===== src/rtl/assert_macros.svh =====
// ----------------------------------------------------------------------------
// Assertion macros
// Shared concurrent assertion helpers for the TLV parser RTL.
// ----------------------------------------------------------------------------
`ifndef ASSERT_MACROS_SVH
`define ASSERT_MACROS_SVH

`ifndef ASSERT_OFF
// Implication or plain property checked on every clock, quiet in reset.
`define ASSERT_CLK(lbl, clk, rst_n, prop) \
	lbl: assert property (@(posedge clk) disable iff (!rst_n) prop) \
	else $error("assertion failed");
// Condition that must never be true.
`define ASSERT_NEVER(lbl, clk, rst_n, cond) \
	lbl: assert property (@(posedge clk) disable iff (!rst_n) !(cond)) \
	else $error("forbidden condition seen");
`else
`define ASSERT_CLK(lbl, clk, rst_n, prop)
`define ASSERT_NEVER(lbl, clk, rst_n, cond)
`endif

`endif


===== src/rtl/btp_pkg.sv =====
// ----------------------------------------------------------------------------
// btp_pkg
// Types, codes and constants of the BER-TLV stream parser.
// ----------------------------------------------------------------------------
package btp_pkg;

	localparam int MAX_TAG_BYTES_C = 4;
	localparam int MAX_LEN_BYTES_C = 4;

	localparam logic [7:0] TAG_MORE_MASK  = 8'h1F;
	localparam logic [7:0] LEN_LONG_BIT   = 8'h80;
	localparam logic [7:0] LEN_COUNT_MASK = 8'h7F;

	typedef enum logic [2:0] {
		PH_TAG_FIRST = 3'd0,
		PH_TAG_MORE  = 3'd1,
		PH_LEN_FIRST = 3'd2,
		PH_LEN_MORE  = 3'd3,
		PH_VALUE     = 3'd4,
		PH_ERROR     = 3'd5
	} phase_t;

	typedef enum logic [1:0] {
		ROLE_TAG    = 2'd0,
		ROLE_LEN    = 2'd1,
		ROLE_VALUE  = 2'd2,
		ROLE_IGNORE = 2'd3
	} role_t;

	typedef enum logic [1:0] {
		ERR_NONE     = 2'd0,
		ERR_TAG_LONG = 2'd1,
		ERR_BAD_LEN  = 2'd2,
		ERR_TRUNC    = 2'd3
	} err_t;

	typedef struct packed {
		logic [7:0] data_byte;
		logic       last_byte;
	} item_t;

	typedef struct packed {
		role_t       byte_role;
		logic [31:0] element_tag;
		logic [31:0] element_length;
		logic        header_done;
		logic        tag_match;
		logic [31:0] value_offset;
		err_t        error_code;
		logic        buffer_end;
	} result_t;

endpackage


===== src/rtl/btp_if.sv =====
// ----------------------------------------------------------------------------
// btp_if
// Valid/ready channels of the parser: input bytes, results, configuration.
// ----------------------------------------------------------------------------
interface btp_byte_if;
	logic       valid;
	logic       ready;
	logic [7:0] data_byte;
	logic       last_byte;

	modport source (output valid, output data_byte, output last_byte, input ready);
	modport sink (input valid, input data_byte, input last_byte, output ready);
endinterface

interface btp_result_if;
	logic        valid;
	logic        ready;
	logic [1:0]  byte_role;
	logic [31:0] element_tag;
	logic [31:0] element_length;
	logic        header_done;
	logic        tag_match;
	logic [31:0] value_offset;
	logic [1:0]  error_code;
	logic        buffer_end;

	modport source (
		output valid, output byte_role, output element_tag, output element_length,
		output header_done, output tag_match, output value_offset, output error_code,
		output buffer_end, input ready
	);
	modport sink (
		input valid, input byte_role, input element_tag, input element_length,
		input header_done, input tag_match, input value_offset, input error_code,
		input buffer_end, output ready
	);
endinterface

interface btp_cfg_if;
	logic        valid;
	logic        ready;
	logic [31:0] data;

	modport source (output valid, output data, input ready);
	modport sink (input valid, input data, output ready);
endinterface


===== src/rtl/btp_parse_core.sv =====
// ----------------------------------------------------------------------------
// btp_parse_core
// Parser state and the single-step update applied to one registered byte.
// ----------------------------------------------------------------------------
`include "assert_macros.svh"

module btp_parse_core #(
	parameter int MAX_TAG_BYTES_P = btp_pkg::MAX_TAG_BYTES_C,
	parameter int MAX_LEN_BYTES_P = btp_pkg::MAX_LEN_BYTES_C
) (
	input  logic              clk,
	input  logic              arst_n,
	input  logic              step,
	input  btp_pkg::item_t    item,
	input  logic [31:0]       wanted_tag,
	output btp_pkg::result_t  res
);
	import btp_pkg::*;

	localparam int TCNT_W  = $clog2(MAX_TAG_BYTES_P + 1);
	localparam int LLEFT_W = $clog2(MAX_LEN_BYTES_P + 1);

	phase_t              phase_q, phase_d;
	logic [31:0]         tag_q, tag_d;
	logic [TCNT_W-1:0]   tcnt_q, tcnt_d;
	logic [31:0]         len_q, len_d;
	logic [LLEFT_W-1:0]  lleft_q, lleft_d;
	logic [31:0]         vseen_q, vseen_d;
	err_t                errl_q, errl_d;

	logic [7:0]          b;
	logic [6:0]          len_cnt;
	logic                tag_more;
	logic                tag_too_long;
	logic                len_long;
	logic                len_cnt_bad;
	logic [LLEFT_W-1:0]  lleft_dec;
	logic [31:0]         vseen_inc;
	logic [31:0]         len_shift;
	logic                tag_complete;
	err_t                err;

	assign b            = item.data_byte;
	assign len_cnt      = b[6:0] & LEN_COUNT_MASK[6:0];
	assign tag_more     = (b & TAG_MORE_MASK) == TAG_MORE_MASK;
	assign tag_too_long = tcnt_q >= TCNT_W'(MAX_TAG_BYTES_P);
	assign len_long     = (b & LEN_LONG_BIT) != 8'h00;
	assign len_cnt_bad  = (len_cnt == 7'd0) || (len_cnt > 7'(MAX_LEN_BYTES_P));
	assign lleft_dec    = (lleft_q != '0) ? lleft_q - LLEFT_W'(1) : lleft_q;
	assign vseen_inc    = vseen_q + 32'd1;
	assign len_shift    = {len_q[23:0], b};

	// Next phase.
	always_comb begin
		phase_d = phase_q;
		unique case (phase_q)
			PH_TAG_FIRST: phase_d = tag_more ? PH_TAG_MORE : PH_LEN_FIRST;
			PH_TAG_MORE: begin
				if (tag_too_long) begin
					phase_d = PH_ERROR;
				end else if ((b & LEN_LONG_BIT) == 8'h00) begin
					phase_d = PH_LEN_FIRST;
				end
			end
			PH_LEN_FIRST: begin
				if (len_long) begin
					phase_d = len_cnt_bad ? PH_ERROR : PH_LEN_MORE;
				end else begin
					phase_d = (b == 8'h00) ? PH_TAG_FIRST : PH_VALUE;
				end
			end
			PH_LEN_MORE: begin
				if (lleft_dec == '0) begin
					phase_d = (len_shift == 32'd0) ? PH_TAG_FIRST : PH_VALUE;
				end
			end
			PH_VALUE: begin
				if (vseen_inc == len_q) begin
					phase_d = PH_TAG_FIRST;
				end
			end
			default: phase_d = PH_ERROR;
		endcase
	end

	// Datapath updates and the result of this byte.
	always_comb begin
		tag_d        = tag_q;
		tcnt_d       = tcnt_q;
		len_d        = len_q;
		lleft_d      = lleft_q;
		vseen_d      = vseen_q;
		errl_d       = errl_q;
		tag_complete = 1'b1;
		err          = ERR_NONE;
		res.byte_role    = ROLE_TAG;
		res.header_done  = 1'b0;
		res.value_offset = 32'd0;
		unique case (phase_q)
			PH_TAG_FIRST: begin
				tag_d        = {24'd0, b};
				tcnt_d       = TCNT_W'(1);
				len_d        = 32'd0;
				lleft_d      = '0;
				vseen_d      = 32'd0;
				tag_complete = !tag_more;
			end
			PH_TAG_MORE: begin
				if (tag_too_long) begin
					err          = ERR_TAG_LONG;
					errl_d       = ERR_TAG_LONG;
					tag_complete = 1'b0;
				end else begin
					tag_d        = {tag_q[23:0], b};
					tcnt_d       = tcnt_q + TCNT_W'(1);
					tag_complete = (b & LEN_LONG_BIT) == 8'h00;
				end
			end
			PH_LEN_FIRST: begin
				res.byte_role = ROLE_LEN;
				if (len_long) begin
					if (len_cnt_bad) begin
						err    = ERR_BAD_LEN;
						errl_d = ERR_BAD_LEN;
					end else begin
						len_d   = 32'd0;
						lleft_d = LLEFT_W'(len_cnt);
					end
				end else begin
					len_d           = {24'd0, b};
					res.header_done = 1'b1;
					vseen_d         = 32'd0;
				end
			end
			PH_LEN_MORE: begin
				res.byte_role = ROLE_LEN;
				len_d         = len_shift;
				lleft_d       = lleft_dec;
				if (lleft_dec == '0) begin
					res.header_done = 1'b1;
					vseen_d         = 32'd0;
				end
			end
			PH_VALUE: begin
				res.byte_role    = ROLE_VALUE;
				res.value_offset = vseen_q;
				vseen_d          = vseen_inc;
			end
			default: begin
				res.byte_role = ROLE_IGNORE;
				tag_complete  = 1'b0;
				err           = errl_q;
			end
		endcase

		// A buffer that stops anywhere but on an element boundary is truncated.
		if (item.last_byte && err == ERR_NONE && phase_d != PH_TAG_FIRST) begin
			err = ERR_TRUNC;
		end

		res.element_tag    = tag_d;
		res.element_length = len_d;
		res.tag_match      = tag_complete && err == ERR_NONE && tag_d == wanted_tag;
		res.error_code     = err;
		res.buffer_end     = item.last_byte;
	end

	always_ff @(posedge clk or negedge arst_n) begin
		if (!arst_n) begin
			phase_q <= PH_TAG_FIRST;
			tag_q   <= 32'd0;
			tcnt_q  <= '0;
			len_q   <= 32'd0;
			lleft_q <= '0;
			vseen_q <= 32'd0;
			errl_q  <= ERR_NONE;
		end else if (step) begin
			if (item.last_byte) begin
				phase_q <= PH_TAG_FIRST;
				tag_q   <= 32'd0;
				tcnt_q  <= '0;
				len_q   <= 32'd0;
				lleft_q <= '0;
				vseen_q <= 32'd0;
				errl_q  <= ERR_NONE;
			end else begin
				phase_q <= phase_d;
				tag_q   <= tag_d;
				tcnt_q  <= tcnt_d;
				len_q   <= len_d;
				lleft_q <= lleft_d;
				vseen_q <= vseen_d;
				errl_q  <= errl_d;
			end
		end
	end

	`ASSERT_CLK(a_err_sticky, clk, arst_n,
		step && phase_q == PH_ERROR && !item.last_byte |=> phase_q == PH_ERROR)
	`ASSERT_CLK(a_last_clears, clk, arst_n,
		step && item.last_byte |=> phase_q == PH_TAG_FIRST && errl_q == ERR_NONE)
	`ASSERT_NEVER(a_value_len_zero, clk, arst_n, phase_q == PH_VALUE && len_q == 32'd0)
	`ASSERT_CLK(a_error_has_code, clk, arst_n, phase_q == PH_ERROR |-> errl_q != ERR_NONE)

endmodule


===== src/rtl/ber_tlv_stream_parser_top.sv =====
// ----------------------------------------------------------------------------
// ber_tlv_stream_parser_top
// BER-TLV stream parser: one result item for every input byte.
// ----------------------------------------------------------------------------
// The bytes channel takes one byte of a TLV buffer per item, with last_byte
// marking the final byte. Each byte yields exactly one item on the results
// channel: its role, the tag and length so far, header completion, tag match
// against wanted_tag, the value offset and any error code.
// The cfg channel writes wanted_tag; it is always ready and should be used
// only while no byte is in flight.
// An accepted byte lands in an input register, the parser step runs on it
// and its result is registered in the result register, which offers it on
// the results channel. One byte per cycle is sustained while the receiver
// takes results, since each byte updates the parser state in one step.
// When the receiver stalls, the result register holds and the input
// register still takes one more byte; further bytes wait on bytes.ready.
// After the last byte of a buffer the parser state returns to the start of
// a new buffer. Reset clears the parser state, the valid flags of both
// pipeline stages and wanted_tag.
// ----------------------------------------------------------------------------
module ber_tlv_stream_parser_top #(
	parameter int MAX_TAG_BYTES_P = btp_pkg::MAX_TAG_BYTES_C,
	parameter int MAX_LEN_BYTES_P = btp_pkg::MAX_LEN_BYTES_C
) (
	input  logic          clk,
	input  logic          arst_n,
	btp_byte_if.sink      bytes,
	btp_result_if.source  results,
	btp_cfg_if.sink       cfg
);
	import btp_pkg::*;

	logic        v_s1, v_s2;
	item_t       item_s1;
	result_t     res_s2;
	result_t     res;
	logic [31:0] wanted_q;
	logic        adv;
	logic        step;

	assign adv         = !v_s2 || results.ready;
	assign bytes.ready = !v_s1 || adv;
	assign step        = v_s1 && adv;
	assign cfg.ready   = 1'b1;

	always_ff @(posedge clk or negedge arst_n) begin
		if (!arst_n) begin
			wanted_q <= 32'd0;
		end else if (cfg.valid) begin
			wanted_q <= cfg.data;
		end
	end

	always_ff @(posedge clk or negedge arst_n) begin
		if (!arst_n) begin
			v_s1 <= 1'b0;
			v_s2 <= 1'b0;
		end else begin
			if (bytes.ready) begin
				v_s1 <= bytes.valid;
			end
			if (adv) begin
				v_s2 <= v_s1;
			end
		end
	end

	always_ff @(posedge clk) begin
		if (bytes.valid && bytes.ready) begin
			item_s1.data_byte <= bytes.data_byte;
			item_s1.last_byte <= bytes.last_byte;
		end
		if (step) begin
			res_s2 <= res;
		end
	end

	btp_parse_core #(
		.MAX_TAG_BYTES_P(MAX_TAG_BYTES_P),
		.MAX_LEN_BYTES_P(MAX_LEN_BYTES_P)
	) u_core (
		.clk        (clk),
		.arst_n     (arst_n),
		.step       (step),
		.item       (item_s1),
		.wanted_tag (wanted_q),
		.res        (res)
	);

	assign results.valid          = v_s2;
	assign results.byte_role      = res_s2.byte_role;
	assign results.element_tag    = res_s2.element_tag;
	assign results.element_length = res_s2.element_length;
	assign results.header_done    = res_s2.header_done;
	assign results.tag_match      = res_s2.tag_match;
	assign results.value_offset   = res_s2.value_offset;
	assign results.error_code     = res_s2.error_code;
	assign results.buffer_end     = res_s2.buffer_end;

endmodule

===== src/flat_wrapper.sv =====
// flat-port wrapper written by rule: the top's interface ports become plain ports
module ber_tlv_stream_parser_top_flat import btp_pkg::*;
#(
	parameter int MAX_TAG_BYTES_P = btp_pkg::MAX_TAG_BYTES_C,
	parameter int MAX_LEN_BYTES_P = btp_pkg::MAX_LEN_BYTES_C
)
  (clk, arst_n, bytes_valid, bytes_data_byte, bytes_last_byte, bytes_ready, results_valid, results_byte_role, results_element_tag, results_element_length, results_header_done, results_tag_match, results_value_offset, results_error_code, results_buffer_end, results_ready, cfg_valid, cfg_data, cfg_ready);
  btp_byte_if bytes_i ();
  btp_result_if results_i ();
  btp_cfg_if cfg_i ();
  input  logic clk;
  input  logic arst_n;
  input wire logic [$bits(bytes_i.valid)-1:0] bytes_valid;
  input wire logic [$bits(bytes_i.data_byte)-1:0] bytes_data_byte;
  input wire logic [$bits(bytes_i.last_byte)-1:0] bytes_last_byte;
  output wire logic [$bits(bytes_i.ready)-1:0] bytes_ready;
  output wire logic [$bits(results_i.valid)-1:0] results_valid;
  output wire logic [$bits(results_i.byte_role)-1:0] results_byte_role;
  output wire logic [$bits(results_i.element_tag)-1:0] results_element_tag;
  output wire logic [$bits(results_i.element_length)-1:0] results_element_length;
  output wire logic [$bits(results_i.header_done)-1:0] results_header_done;
  output wire logic [$bits(results_i.tag_match)-1:0] results_tag_match;
  output wire logic [$bits(results_i.value_offset)-1:0] results_value_offset;
  output wire logic [$bits(results_i.error_code)-1:0] results_error_code;
  output wire logic [$bits(results_i.buffer_end)-1:0] results_buffer_end;
  input wire logic [$bits(results_i.ready)-1:0] results_ready;
  input wire logic [$bits(cfg_i.valid)-1:0] cfg_valid;
  input wire logic [$bits(cfg_i.data)-1:0] cfg_data;
  output wire logic [$bits(cfg_i.ready)-1:0] cfg_ready;
  assign bytes_i.valid = bytes_valid;
  assign bytes_i.data_byte = bytes_data_byte;
  assign bytes_i.last_byte = bytes_last_byte;
  assign bytes_ready = bytes_i.ready;
  assign results_valid = results_i.valid;
  assign results_byte_role = results_i.byte_role;
  assign results_element_tag = results_i.element_tag;
  assign results_element_length = results_i.element_length;
  assign results_header_done = results_i.header_done;
  assign results_tag_match = results_i.tag_match;
  assign results_value_offset = results_i.value_offset;
  assign results_error_code = results_i.error_code;
  assign results_buffer_end = results_i.buffer_end;
  assign results_i.ready = results_ready;
  assign cfg_i.valid = cfg_valid;
  assign cfg_i.data = cfg_data;
  assign cfg_ready = cfg_i.ready;
  ber_tlv_stream_parser_top #(.MAX_TAG_BYTES_P(MAX_TAG_BYTES_P), .MAX_LEN_BYTES_P(MAX_LEN_BYTES_P)) u_core (.clk(clk), .arst_n(arst_n), .bytes(bytes_i), .results(results_i), .cfg(cfg_i));
endmodule

===== config.mk =====
export PLATFORM = sky130hd
export DESIGN_NAME = ber_tlv_stream_parser_top_flat
export DESIGN_NICKNAME = d
export VERILOG_FILES = /design/src/rtl/btp_pkg.sv /design/src/rtl/btp_if.sv /design/src/rtl/btp_parse_core.sv /design/src/rtl/ber_tlv_stream_parser_top.sv /design/src/flat_wrapper.sv
export VERILOG_INCLUDE_DIRS = /design/src /design/src/rtl
export SDC_FILE = /design/constraint.sdc
export NUM_CORES = 1
export LEC_CHECK = 0
export ABC_AREA = 0
export BUFFER_PORTS_ARGS = -buffer_cell sky130_fd_sc_hd__buf_4
export CAP_MARGIN = 10
export CELL_PAD_IN_SITES_DETAIL_PLACEMENT = 1
export CELL_PAD_IN_SITES_GLOBAL_PLACEMENT = 1
export CORE_MARGIN = 2
export CORE_UTILIZATION = 50
export DETAILED_ROUTE_END_ITERATION = 8
export GPL_TIMING_DRIVEN = 1
export MAX_ROUTING_LAYER = met4
export PLACE_DENSITY_LB_ADDON = 0.12
export RECOVER_POWER = 50
export SETUP_SLACK_MARGIN = 0.1
export SYNTH_ARGS = -nofsm -noshare
export SYNTH_HDL_FRONTEND = slang
export SYNTH_SLANG_ARGS = --single-unit

===== constraint.sdc =====
create_clock -name clk -period 8 [get_ports clk]
set_clock_uncertainty 0.2 [all_clocks]
set_input_delay 0.4 -clock clk [delete_from_list [all_inputs] [get_ports clk]]
set_output_delay 0.4 -clock clk [all_outputs]
set_load 0.02 [all_outputs]

======== After elaboration in Yosys (flattened, before gate mapping) ========
Index checks and enable logic that the tools add are counted.
word-level totals
  ROM bits ................................ 0
  memories ................................ 0
  logic and storage cells ................. 119
  bits in latches ......................... 0
  output and inout bits ................... 106
  RAM bits ................................ 0
  bits in registers ....................... 253
operators by class
  divide/modulo/power cells ............... 0
  magnitude comparators ................... 2
  reductions and logical operators ........ 34
  bitwise operators ....................... 0
  equality and inequality tests ........... 14
  shift operators ......................... 0
  muxes and demuxes ....................... 46
  $mul .................................... 0
  $add $sub $neg .......................... 3
operators with widths
  operator                                                                number
  32-bit 2-to-1 mux                                                       8
  32-bit case mux with 4 select lines                                     1
  32-bit case mux with 3 select lines                                     1
  32-bit equality test                                                    2
  32-bit case mux with 2 select lines                                     1
  3-bit 2-to-1 mux                                                        15
  32-bit by 1-bit adder with 32-bit output (second input constant)        1
  32-bit logical NOT                                                      1
  8-bit logical NOT                                                       2
  2-bit 2-to-1 mux                                                        8
  3-bit by 2-bit != test with 1-bit output (second input constant)        5
  3-bit case mux with 5 select lines                                      1
  2-bit case mux with 3 select lines                                      2
  3-bit nonzero test                                                      4
  3-bit case mux with 3 select lines                                      1
  4-bit AND reduction                                                     2
  7-bit by 3-bit > comparator with 1-bit output (second input constant)   1
  7-bit logical NOT                                                       1
  3-bit by 2-bit equality test with 1-bit output (second input constant)  2
  1-bit logical AND                                                       6
  3-bit logical NOT                                                       2
  3-bit case mux with 2 select lines                                      1
  3-bit OR reduction                                                      2
  5-bit equality test (second input constant)                             1
  other kinds (19)                                                        28

======== Logic depth before layout (Yosys ltp) ========
Gate-level depths: netlist (run 1).
  depth after elaboration ................. 12
  depth in mapped cells ................... 11

======== By module ========
From an unflattened synthesis (run 1), not the netlist that was laid out.
unflattened totals
  cell total of the unflattened synthesis .. 1099
  area total of the unflattened synthesis .. 12336.8 sq um
by module, submodules not included
  module                     area each (sq um)  instances  cells an instance
  btp_parse_core             7528.5             1          909
  ber_tlv_stream_parser_top  4808.4             1          190

======== Worst setup path before layout (run 1) ========
Ideal clock, no wire load.
  path kind ............................... register to register
  from .................................... register u_core.v_s2 (netlist: u_core.results.valid)
  to ...................................... register u_core.u_core.errl_q[0]
  stages on the path, launching flop included .. 7
  period minus slack after synthesis ...... 5016 ps
  setup slack ............................. 2984 ps
  data arrival time ....................... 4706 ps
  buffers on the path ..................... 1
  required time ........................... 7690 ps
  path through ............................ dfrtp_1 nand2b_1 nand2_1 inv_1 clkbuf_1 nand2_1 o32ai_1
between the ends
  word-level cells in the longest chain between the ends .. 4
RTL lines
  what                                  RTL line                         text
  start: declaration                    ber_tlv_stream_parser_top.sv:33  logic v_s1, v_s2;
  start signal: assignment              ber_tlv_stream_parser_top.sv:63  v_s2 <= v_s1;
  1-bit logical NOT                     ber_tlv_stream_parser_top.sv:41  assign adv = !v_s2 || results.ready;
  1-bit logical OR                      ber_tlv_stream_parser_top.sv:41
  1-bit logical AND                     ber_tlv_stream_parser_top.sv:43  assign step = v_s1 && adv;
  via u_core.step                       ber_tlv_stream_parser_top.sv:39  logic step;
  5-bit AND reduction (no source line)  -
  end signal: assignment                btp_parse_core.sv:193            errl_q <= errl_d;
  end: declaration                      btp_parse_core.sv:29             err_t errl_q, errl_d;
The timed path passes the listed nets, and every way through them passes these cells.
A chain may end at the register's enable or synchronous reset.

======== Worst setup path after layout (run 1) ========
  from .................................... input results_ready
  to ...................................... register u_core.u_core.len_q[25]
between the ends
  word-level cells in the longest chain between the ends .. 2
RTL lines
  what                    RTL line                         text
  start: declaration      flat_wrapper.sv:26               input wire logic [$bits(results_i.ready)-1:0] results_ready;
  1-bit logical OR        ber_tlv_stream_parser_top.sv:41
  1-bit logical AND       ber_tlv_stream_parser_top.sv:43
  end signal: assignment  btp_parse_core.sv:190            len_q <= len_d;
  end: declaration        btp_parse_core.sv:26             logic [31:0] len_q, len_d;
Every way passes these cells.

==> impl_metrics.tcl, run 1 <==
set metrics [dict create \
    cts_max_level 1 \
    whs_ns 0.136 \
    hold_path_class "in2reg" \
    reg2reg_slack_ns 2.91 \
    required_ns 8.20 \
    grt_overflow_total 0 \
    crit_path_end_kind "flip-flop" \
    drtPass1Iterations 5 \
    synth_cell_types 70 \
    grt_max_degree 74 \
    clock-sinks 253 \
    ys_async_sr_fraction 0.557 \
    clk_pin_slew_ns 0.06 \
    grt_usage 0.300 \
    syn2layout_area_growth_pct 18.2 \
    crit_top_cell "nand2_1" \
    die-area_um2 25600 \
    clock_latency_ns 0.55 \
    p_leak_nw 5.73 \
    die_w_um 160 \
    grt_pass1_wl_um 58300 \
    cellPowerDensity_nw_per_um2 250 \
    cp-start-kind "input port" \
    cts-root-buf "clkbuf_16" \
    crit_path_max_incr_delay_ns 1.76 \
    min_from "cfg_valid" \
    tritoncts "built" \
    hold_violations 0 \
    synth-seq-cells 253 \
    synth-edff-count 112 \
    port_buffers 150 \
    final_antenna_net_count 0 \
    layout-drive-gt1-share 0.102 \
    criticalPathCategory "in2reg" \
    slew_violations 129 \
    setup_viol 0 \
    cts_setup_buffers 0 \
    final_nets 1309 \
    grt_setup_unrepaired "no" \
    post-dp-hpwl_um 23500 \
    synth_flop_cell "dfrtp_1" \
    whs_path_depth 3 \
    min_period_ns 5.33 \
    maxCapViolations 2 \
    fin_cells 1603 \
    syn_area_per_cell_um2 11.0 \
    start_util 0.504 \
    place_inst 1506 \
    place.gp.congestion 0.896 \
    drc 0 \
    vias_per_cell 5.99 \
    cts-buffers-inserted 28 \
    fillCellCount 2641 \
    wl_per_cell_um 23.1 \
    period_share 0.666 \
    max_slew_margin -1.89 \
    crit_path_max_fanout 54 \
    ff_latch_area_um2 6890 \
    worstPathCellList "dlygate4sd3_1, clkbuf_4, nand2b_1, nand2_1, clkinvlp_2, nand2_1, nor3_2, buf_4, a22o_1" \
    ys.warnings.count 0 \
    grt_pass1_vias 10100 \
    tightest_slew_ns 4.34 \
    finalWirelength_um 37100 \
    syn_inst 1108 \
    tns_ns 0 \
    fmax_mhz 188 \
    drt_iter0_drc 688 \
    ir_drop_v 0.000187 \
    cp.arrival_ns 5.54 \
    cts_buffer_depth 3 \
    syn-num-nets 1160 \
    io-pin-count 152 \
    ff2ff_path_depth 7 \
    vias 9599 \
    slowest_stage "nand2_1" \
    status "finished with violations" \
    violations "capacitance limit, slew limit" \
    diodes 0 \
    die_height_um 160 \
    path_buf_inv 4 \
    power_mw 3.58 \
    path_delay_family "buffers and inverters" \
    multi_input_area_um2 4710 \
    r2r-end "u_core.u_core.len_q[25]" \
    syn_area_um2 12100 \
    reg2reg_from "u_core.results.valid" \
    core_um2 24100 \
    min_to "u_core.wanted_q[1]" \
    ys_seq_area_frac 0.567 \
    antenna_found_initial 0 \
    rows 57 \
]
metrics by stage:
step	setup slack [ns]	instance area (um2)	util
after global placement	3.87	13400	0.558
after CTS	3.74	14800	0.613
after floorplan	2.98	12100	-
final	2.67	14400	0.595
after detailed placement	3.76	13400	0.558
after global routing	2.06	14400	0.595
layer usage:
metal,track usage,share of wire
met3,0.0382,0.052
met1,0.375,0.41
met4,0.100,0.030
met5,-,0
met2,0.510,0.51
sequential cells by signal (all words and copies together), names as in the netlist:
signal,cells
u_core.results.header_done,1
u_core.results.element_length,32
u_core.results.value_offset,32
u_core.results.tag_match,1
u_core.results.valid,1
u_core.results.buffer_end,1
u_core.wanted_q,32
u_core.u_core.tag_q,32
u_core.u_core.vseen_q,32
u_core.results.element_tag,32
u_core.results.byte_role,2
u_core.u_core.tcnt_q,3
u_core.u_core.len_q,32
u_core.u_core.phase_q,3
u_core.u_core.errl_q,2
u_core.results.error_code,2
u_core.item_s1,9
u_core.v_s1,1
u_core.u_core.lleft_q,3
where the power goes:
group,internal (mW),total (mW),switching (mW)
Clock,0.735,1.25,0.512
Sequential,1.48,1.61,0.123
Combinational,0.225,0.727,0.502
Total,2.44,3.58,1.14
tightest hold or removal path, stage by stage:
cell and delay (ns):
buf_4 0.26, nand2_1 0.10, o21ai_0 0.06
cell usage in the layout, fill, tap and decap left out, drive strengths merged, types with 4 or more instances in the layout:
master,count
clkbuf,193
dfrtp,141
edfxtp,112
nand2,96
o21ai,83
a22o,69
inv,57
xnor2,46
dlygate4sd3,45
nor2,43
nor3,37
mux2,33
and2,32
a21oi,30
a22oi,25
nor4,23
nand4,23
xor2,21
buf,15
or3,13
nand3,13
nor2b,7
mux2i,7
a31oi,7
o22ai,7
o31ai,7
a21o,6
ha,6
or4,6
and4,5
and3,5
nand2b,5
o41ai,4
nor4b,4
a211oi,4
clkinv,4
layout make-up:
type / instances / area share
multi-input cells: 710 / 0.328
inverters: 58 / 0.0153
clock inverters: 5 / 0.00331
repair buffers: 206 / 0.0868
clock buffers: 47 / 0.0581
flip-flops and latches: 253 / 0.480
well taps: 324 / 0.0283
repair_timing:
item	4_1_cts	5_1_grt
hold buffers	45	0
gates resized for setup	0	0
hold endpoints to repair	115	0
cells in the mapped netlist, drive strengths merged, types with 13 or more instances:
cell    count  area [um2]
mux2       33         372
dfrtp     141        3530
clkbuf     67         251
a21oi      30         150
xnor2      46         403
nand4      23         156
nand2      96         360
or3        13        81.3
edfxtp    112        3360
inv        58         218
nand3      13        65.1
nor4       23         150
o21ai      83         415
nor3       37         185
a22oi      25         188
and2       32         200
xor2       21         184
a22o       69         604
buf        20        98.8
nor2       43         161
cell families (layout without fill, tap and decap cells):
group,Yosys count,in the layout,share of synthesized area
XOR/XNOR,67,67,0.0483
AND/OR/NAND/NOR,320,320,0.137
flip-flops,253,253,0.567
AO/OA/AOI/OAI,276,276,0.158
other,1,1,0.000309
adder cells (fa/ha/maj),6,6,0.00618
multiplexers,40,40,0.0364
buffers and inverters,145,316,0.0468
worst max path at each step:
| stage | cells past startpoint | start | slack, ns | to |
|---|---|---|---|---|
| 2_1_floorplan | 6 | u_core.results.valid | 2.98 | u_core.u_core.errl_q[0] |
| 3_3_place_gp | 8 | u_core.u_core.vseen_q[5] | 3.87 | u_core.results.error_code[1] |
| 3_5_place_dp | 8 | u_core.u_core.vseen_q[5] | 3.76 | u_core.results.error_code[1] |
| 4_1_cts | 8 | u_core.u_core.vseen_q[5] | 3.74 | u_core.results.error_code[1] |
| 5_1_grt | 9 | results_ready | 2.06 | u_core.u_core.len_q[25] |
| 6_report | 9 | results_ready | 2.67 | u_core.u_core.len_q[25] |
Power figures use the tool's default switching activity.
==> inputs of run 2 (changes only) <==
--- a/config.mk
+++ b/config.mk
@@ -12,7 +12,7 @@
 export CELL_PAD_IN_SITES_DETAIL_PLACEMENT = 1
 export CELL_PAD_IN_SITES_GLOBAL_PLACEMENT = 1
 export CORE_MARGIN = 2
-export CORE_UTILIZATION = 50
+export CORE_UTILIZATION = 46
 export DETAILED_ROUTE_END_ITERATION = 8
 export GPL_TIMING_DRIVEN = 1
 export MAX_ROUTING_LAYER = met4
==> constraint.sdc (replaced) <==
create_clock -name clk -period 5.1 [get_ports clk]
set_clock_uncertainty 0.2 [all_clocks]
set_input_delay 0.255 -clock clk [delete_from_list [all_inputs] [get_ports clk]]
set_output_delay 0.255 -clock clk [all_outputs]
set_load 0.02 [all_outputs]
==> run 2 against run 1 <==
- the flow still finishes with violations (capacitance limit, slew limit)
- register-to-register slack lost 1.9 ns
- sequential share of layout area shrank 0.57 points
- critical path depth shrank 1
- highest routed layer unchanged
==> impl_metrics.tcl, run 2 (synthesis results as in run 1) <==
set metrics [dict create \
    tightest_slew_ns 3.25 \
    violations "capacitance limit, slew limit" \
    start_util 0.467 \
    grt_overflow_total 0 \
    die_height_um 166 \
    grt_pass1_wl_um 58700 \
    period_share 0.810 \
    layout-drive-gt1-share 0.120 \
    crit_top_cell "or3_1" \
    cts_max_level 1 \
    max_slew_margin -1.17 \
    syn2layout_area_growth_pct 19.6 \
    met1_usage 0.353 \
    worstSetupStartpoint "u_core.u_core.vseen_q[5]" \
    die_w_um 166 \
    fillCellCount 2774 \
    r2r-end "u_core.results.error_code[1]" \
    final_common_cell "dfrtp_1" \
    clk_pin_slew_ns 0.06 \
    use_met2 0.470 \
    post-dp-hpwl_um 24500 \
    cts-root-buf "clkbuf_16" \
    cts_buffer_depth 3 \
    die-area_um2 27700 \
    grt_pass1_vias 10100 \
    finalWirelength_um 37400 \
    final_cell_mix "141 x dfrtp_1, 112 x edfxtp_1, 108 x clkbuf_1" \
    cp.arrival_ns 4.23 \
    met3_usage 0.0273 \
    grt_setup_unrepaired "no" \
    ff2ff_path_depth 8 \
    cp-start-kind "flip-flop" \
    clock_latency_ns 0.55 \
    place.gp.congestion 0.902 \
    hold_violations 0 \
    antenna_found_initial 0 \
    fmax_mhz 242 \
    required_ns 5.20 \
    slew_violations 89 \
    crit_path_max_fanout 14 \
    setup_viol 0 \
    cts-buffers-inserted 28 \
    tritoncts "built" \
    hold_path_class "in2reg" \
    p_leak_nw 5.84 \
    status "finished with violations" \
    drc 0 \
    final_antenna_net_count 0 \
    grt_max_degree 58 \
    wl_per_cell_um 23.1 \
    pre_cts_ws_ns 1.07 \
    ir_drop_v 0.000324 \
    cellPowerDensity_nw_per_um2 396 \
    min_period_ns 4.13 \
    cts_setup_buffers 0 \
    maxCapViolations 2 \
    tns_ns 0 \
    reg2reg_slack_ns 0.97 \
    busiest_layer "met2" \
    worstPathCellList "nand3_1, or3_1, or3_1, a2111oi_1, o211ai_1, nor4_2, o21ai_1, a31o_1" \
    clock-sinks 253 \
    vias_per_cell 5.91 \
    criticalPathCategory "reg2reg" \
    grt_usage 0.276 \
    crit_path_max_incr_delay_ns 0.59 \
    slowest_stage "or3_1" \
    crit_end "u_core.results.error_code[1]" \
    crit_path_end_kind "flip-flop" \
    port_buffers 150 \
    vias 9583 \
    io-pin-count 152 \
    worst_slack_ns 0.971 \
    drt_iter0_drc 747 \
    core_um2 26000 \
    diodes 0 \
    final_nets 1317 \
    reg2reg_from "u_core.u_core.vseen_q[5]" \
    drtPass1Iterations 6 \
    rows 59 \
]
[run 2: worst min path at each step]
stage / slack, ns / cells after the start / start / to
after floorplan: -0.24 / 0 / arst_n / u_core.results.valid
after global placement: 0.06 / 1 / arst_n / u_core.u_core.vseen_q[5]
after detailed placement: 0.07 / 1 / arst_n / u_core.u_core.vseen_q[10]
after CTS: 0.03 / 2 / cfg_valid / u_core.wanted_q[1]
after global routing: 0.08 / 2 / cfg_valid / u_core.wanted_q[14]
final: 0.07 / 2 / cfg_valid / u_core.wanted_q[1]
[run 2: layout make-up]
class                   instances  area [um2]  share of cell area
repair buffers                214        1330              0.0918
well taps                     335         419              0.0289
clock buffers                  39         802              0.0552
clock inverters                13         158              0.0109
multi-input cells             710        4700               0.324
flip-flops and latches        253        6890               0.475
inverters                      58         219              0.0151
[run 2: worst max-delay path: cells and delay by family (launching register included)]
kind            cells  cell delay [ns]
simple gates        4             1.90
compound gates      4             1.25
flops               1             0.52
[run 2: metal layers]
metal	share of wire	up-vias	routed length [um]
li1	-	4370	-
met1	0.42	4854	15600
met2	0.51	289	19100
met3	0.046	70	1740
met4	0.026	0	978
met5	0	-	0
[run 2: timing repair]
action	in CTS	in global routing
gates resized for setup	0	0
hold buffers	47	0
endpoints found under the hold margin	98	0
[run 2: metrics by stage]
| stage | power [mW] | cells | util | area, um2 | hold WS (ns) |
|---|---|---|---|---|---|
| floorplan | 3.24 | 1108 | - | 12100 | -0.241 |
| global route | 6.00 | 1622 | 0.559 | 14500 | 0.0807 |
| global placement | 3.71 | 1523 | 0.519 | 13500 | 0.0616 |
| detailed placement | 3.73 | 1523 | 0.519 | 13500 | 0.0688 |
| finish | 5.76 | 1622 | 0.559 | 14500 | 0.0699 |
| CTS | 5.85 | 1622 | 0.574 | 14900 | 0.0326 |
[run 2: report_power, final]
part           switching, mW  internal [mW]  leakage [nW]
registers              0.197           2.32          2.99
clock network          0.835           1.25         0.467
logic                  0.788          0.365          2.38
==> inputs of run 3 (changes only) <==
--- a/config.mk
+++ b/config.mk
@@ -6,13 +6,13 @@
 export SDC_FILE = /design/constraint.sdc
 export NUM_CORES = 1
 export LEC_CHECK = 0
-export ABC_AREA = 0
+export ABC_AREA = 1
 export BUFFER_PORTS_ARGS = -buffer_cell sky130_fd_sc_hd__buf_4
 export CAP_MARGIN = 10
 export CELL_PAD_IN_SITES_DETAIL_PLACEMENT = 1
 export CELL_PAD_IN_SITES_GLOBAL_PLACEMENT = 1
 export CORE_MARGIN = 2
-export CORE_UTILIZATION = 46
+export CORE_UTILIZATION = 44
 export DETAILED_ROUTE_END_ITERATION = 8
 export GPL_TIMING_DRIVEN = 1
 export MAX_ROUTING_LAYER = met4
==> constraint.sdc (replaced) <==
create_clock -name clk -period 3.9 [get_ports clk]
set_clock_uncertainty 0.2 [all_clocks]
set_input_delay 0.195 -clock clk [delete_from_list [all_inputs] [get_ports clk]]
set_output_delay 0.195 -clock clk [all_outputs]
set_load 0.02 [all_outputs]
==> run 3 against run 2 <==
- the flow still finishes with violations (capacitance limit, slew limit)
- worst setup slack lost 0.35 ns
- sequential power grew 31%
- power grew 39%
- clock-buffer cell count grew 1
- critical endpoint is now u_core.u_core.vseen_q[16]
==> impl_metrics.tcl, run 3 <==
set metrics [dict create \
    slew_violations 109 \
    synthTopCellsByCount "334 x nand2_1, 196 x inv_1, 141 x dfrtp_1, 117 x nor2_1, 112 x edfxtp_1" \
    fmax_mhz 305 \
    cts_buffer_depth 3 \
    syn_inst 1335 \
    cts-buffers-inserted 28 \
    cp-start-kind "flip-flop" \
    crit_path_max_fanout 34 \
    port_buffers 150 \
    die_w_um 169 \
    maxCapViolations 2 \
    core_um2 26800 \
    grt_overflow_total 0 \
    synth_compound_area_frac 0.119 \
    yosys.area.top_type "dfrtp_1" \
    ys_seq_area_frac 0.576 \
    violations "capacitance limit, slew limit" \
    clk_pin_slew_ns 0.07 \
    cellPowerDensity_nw_per_um2 536 \
    hold_violations 0 \
    p_int_mw 5.30 \
    die-area_um2 28500 \
    p_leak_nw 6.14 \
    min_period_ns 3.28 \
    layout-drive-gt1-share 0.0830 \
    ys_top_cells_by_area "dfrtp_1 29%, edfxtp_1 28%, nand2_1 10%" \
    combPwrFrac 0.247 \
    grt_pass1_vias 11400 \
    synth_top_family_by_area "simple AND/OR/NAND/NOR gates" \
    syn_area_um2 12000 \
    status "finished with violations" \
    diodes 0 \
    syn_area_per_cell_um2 8.97 \
    cts-root-buf "clkbuf_16" \
    criticalPathCategory "reg2reg" \
    synthAdderAreaFrac 0.00627 \
    cts_max_level 1 \
    switching_share 0.338 \
    grt_max_degree 85 \
    die_height_um 169 \
    wl_per_cell_um 21.1 \
    clock_latency_ns 0.55 \
    synthXorXnorAreaFrac 0.0144 \
    grt_usage 0.299 \
    crit_path_end_kind "flip-flop" \
    power_mw 8.01 \
    synth_top_area_share 0.295 \
    p_clk_frac 0.341 \
    finalWirelength_um 40900 \
    synth.area.mux_share 0.00564 \
    antenna_found_initial 0 \
    yosys.area_share.simple 0.201 \
    final_common_cell "nand2_1" \
    syn-num-nets 1387 \
    setup_viol 0 \
    tightest_slew_ns 1.96 \
    final_nets 1633 \
    drtPass1Iterations 7 \
    ys.warnings.count 0 \
    vias_per_cell 5.50 \
    grt_setup_unrepaired "no" \
    power_switching_mw 2.71 \
    grt_pass1_wl_um 64100 \
    tns_ns 0 \
    power_frac_seq 0.412 \
    hold_path_class "in2reg" \
    io-pin-count 152 \
    start_util 0.447 \
    fin_cells 1943 \
    drt_iter0_drc 804 \
    synth_flop_cell "dfrtp_1" \
    vias 10700 \
    cp.arrival_ns 3.49 \
    max_slew_margin -0.304 \
    place_inst 1796 \
    final_antenna_net_count 0 \
    rows 60 \
    post-dp-hpwl_um 26600 \
    synth-edff-count 112 \
    final_cell_mix "334 x nand2_1, 195 x inv_1, 141 x dfrtp_1" \
    yosysMostFrequentCell "nand2_1" \
    post_cts_resize_count 0 \
    synth_cell_types 43 \
    period_share 0.841 \
    ir_drop_v 0.000284 \
    clock-sinks 253 \
    drc 0 \
    synth-seq-cells 253 \
    syn2layout_area_growth_pct 24.8 \
    tritoncts "built" \
    place.gp.congestion 0.916 \
    ys_async_sr_fraction 0.557 \
    required_ns 4.12 \
]
run 3: cell types whose count changed after synthesis, moves of 25 or more:
| cell | change |
|---|---|
| nor3_1 | -33 |
| nor2_1 | +74 |
| nand2_1 | +238 |
| a22o_1 | -69 |
| o22ai_1 | +95 |
| and2_1 | -29 |
| clkbuf_1 | -42 |
| nand3_1 | +60 |
| mux2_2 | -27 |
| inv_1 | +138 |
| a22oi_1 | -25 |
| xnor2_1 | -45 |
run 3: path summary, 6_finish.rpt:
check                      cells past startpoint                   endpoint  slack (ns)                     start
setup reg to reg                               9  u_core.u_core.vseen_q[16]        0.62  u_core.u_core.phase_q[2]
min in group asynchronous                      2   u_core.u_core.lleft_q[2]        0.51                    arst_n
max in group asynchronous                      3    u_core.u_core.len_q[31]        0.89                    arst_n
setup / recovery                               9  u_core.u_core.vseen_q[16]        0.62  u_core.u_core.phase_q[2]
hold reg to reg                                2    u_core.u_core.errl_q[0]        0.34   u_core.u_core.errl_q[0]
hold / removal                                 2        u_core.wanted_q[23]        0.07                 cfg_valid
run 3: cell families (layout without fill, tap and decap cells):
kind of cell | count (synthesis) | count (layout)
AND/OR/NAND/NOR | 572 | 572
flip-flops | 253 | 253
buffers and inverters | 242 | 509
AO/OA/AOI/OAI | 240 | 240
XOR/XNOR | 15 | 15
adder cells (fa/ha/maj) | 6 | 6
multiplexers | 6 | 6
other | 1 | 1
run 3: timing repair:
item,4_1_cts,5_1_grt
buffers inserted,0,0
endpoints found under the setup margin,0,0
endpoints found under the hold margin,115,0
hold buffers,96,0
run 3: per-layer routing:
metal  GRT usage  wire length (um)  vias to the layer above
li1            -                 -                     4922
met1       0.371             17100                     5304
met2       0.501             20300                      364
met3      0.0402              2090                       93
met4       0.113              1510                        0
met5           -                 0                        -
run 3: stage by stage:
stage	worst slack, ns	utilization	hold slack [ns]	area, um2
final	0.621	0.557	0.0674	14900
after global placement	0.914	0.503	0.0646	13500
after detailed placement	0.831	0.503	0.0778	13500
after global routing	0.337	0.557	0.0795	14900
after CTS	0.825	0.573	0.0101	15400
after floorplan	0.785	-	-0.301	12000
run 3: critical path, cell delays in order (launching register included):
cell	delay, ns
dfrtp_1	0.44
inv_1	0.15
nor2_1	0.08
clkinv_1	0.07
clkbuf_1	1.31
nor2_1	0.07
buf_4	0.26
nand2_1	0.09
buf_4	0.32
o22ai_1	0.14
run 3: layout make-up:
| class | instances | area (um2) |
|---|---|---|
| fill | 3114 | 11900 |
| clock buffer | 40 | 796 |
| clock inverter | 11 | 140 |
| multi-input combinational | 840 | 4170 |
| sequential | 253 | 6890 |
| tap | 341 | 427 |
| timing repair buffer | 258 | 1770 |
| inverter | 200 | 752 |
run 3: power groups by stage:
| stage | combinational [mW] | sequential [mW] | clock, mW |
|---|---|---|---|
| floorplan | 1.05 | 3.50 | 0 |
| global placement | 1.94 | 3.33 | 0 |
| detailed placement | 1.97 | 3.34 | 0 |
| CTS | 2.07 | 3.30 | 2.75 |
| global route | 2.15 | 3.32 | 2.88 |
| finish | 1.98 | 3.30 | 2.73 |
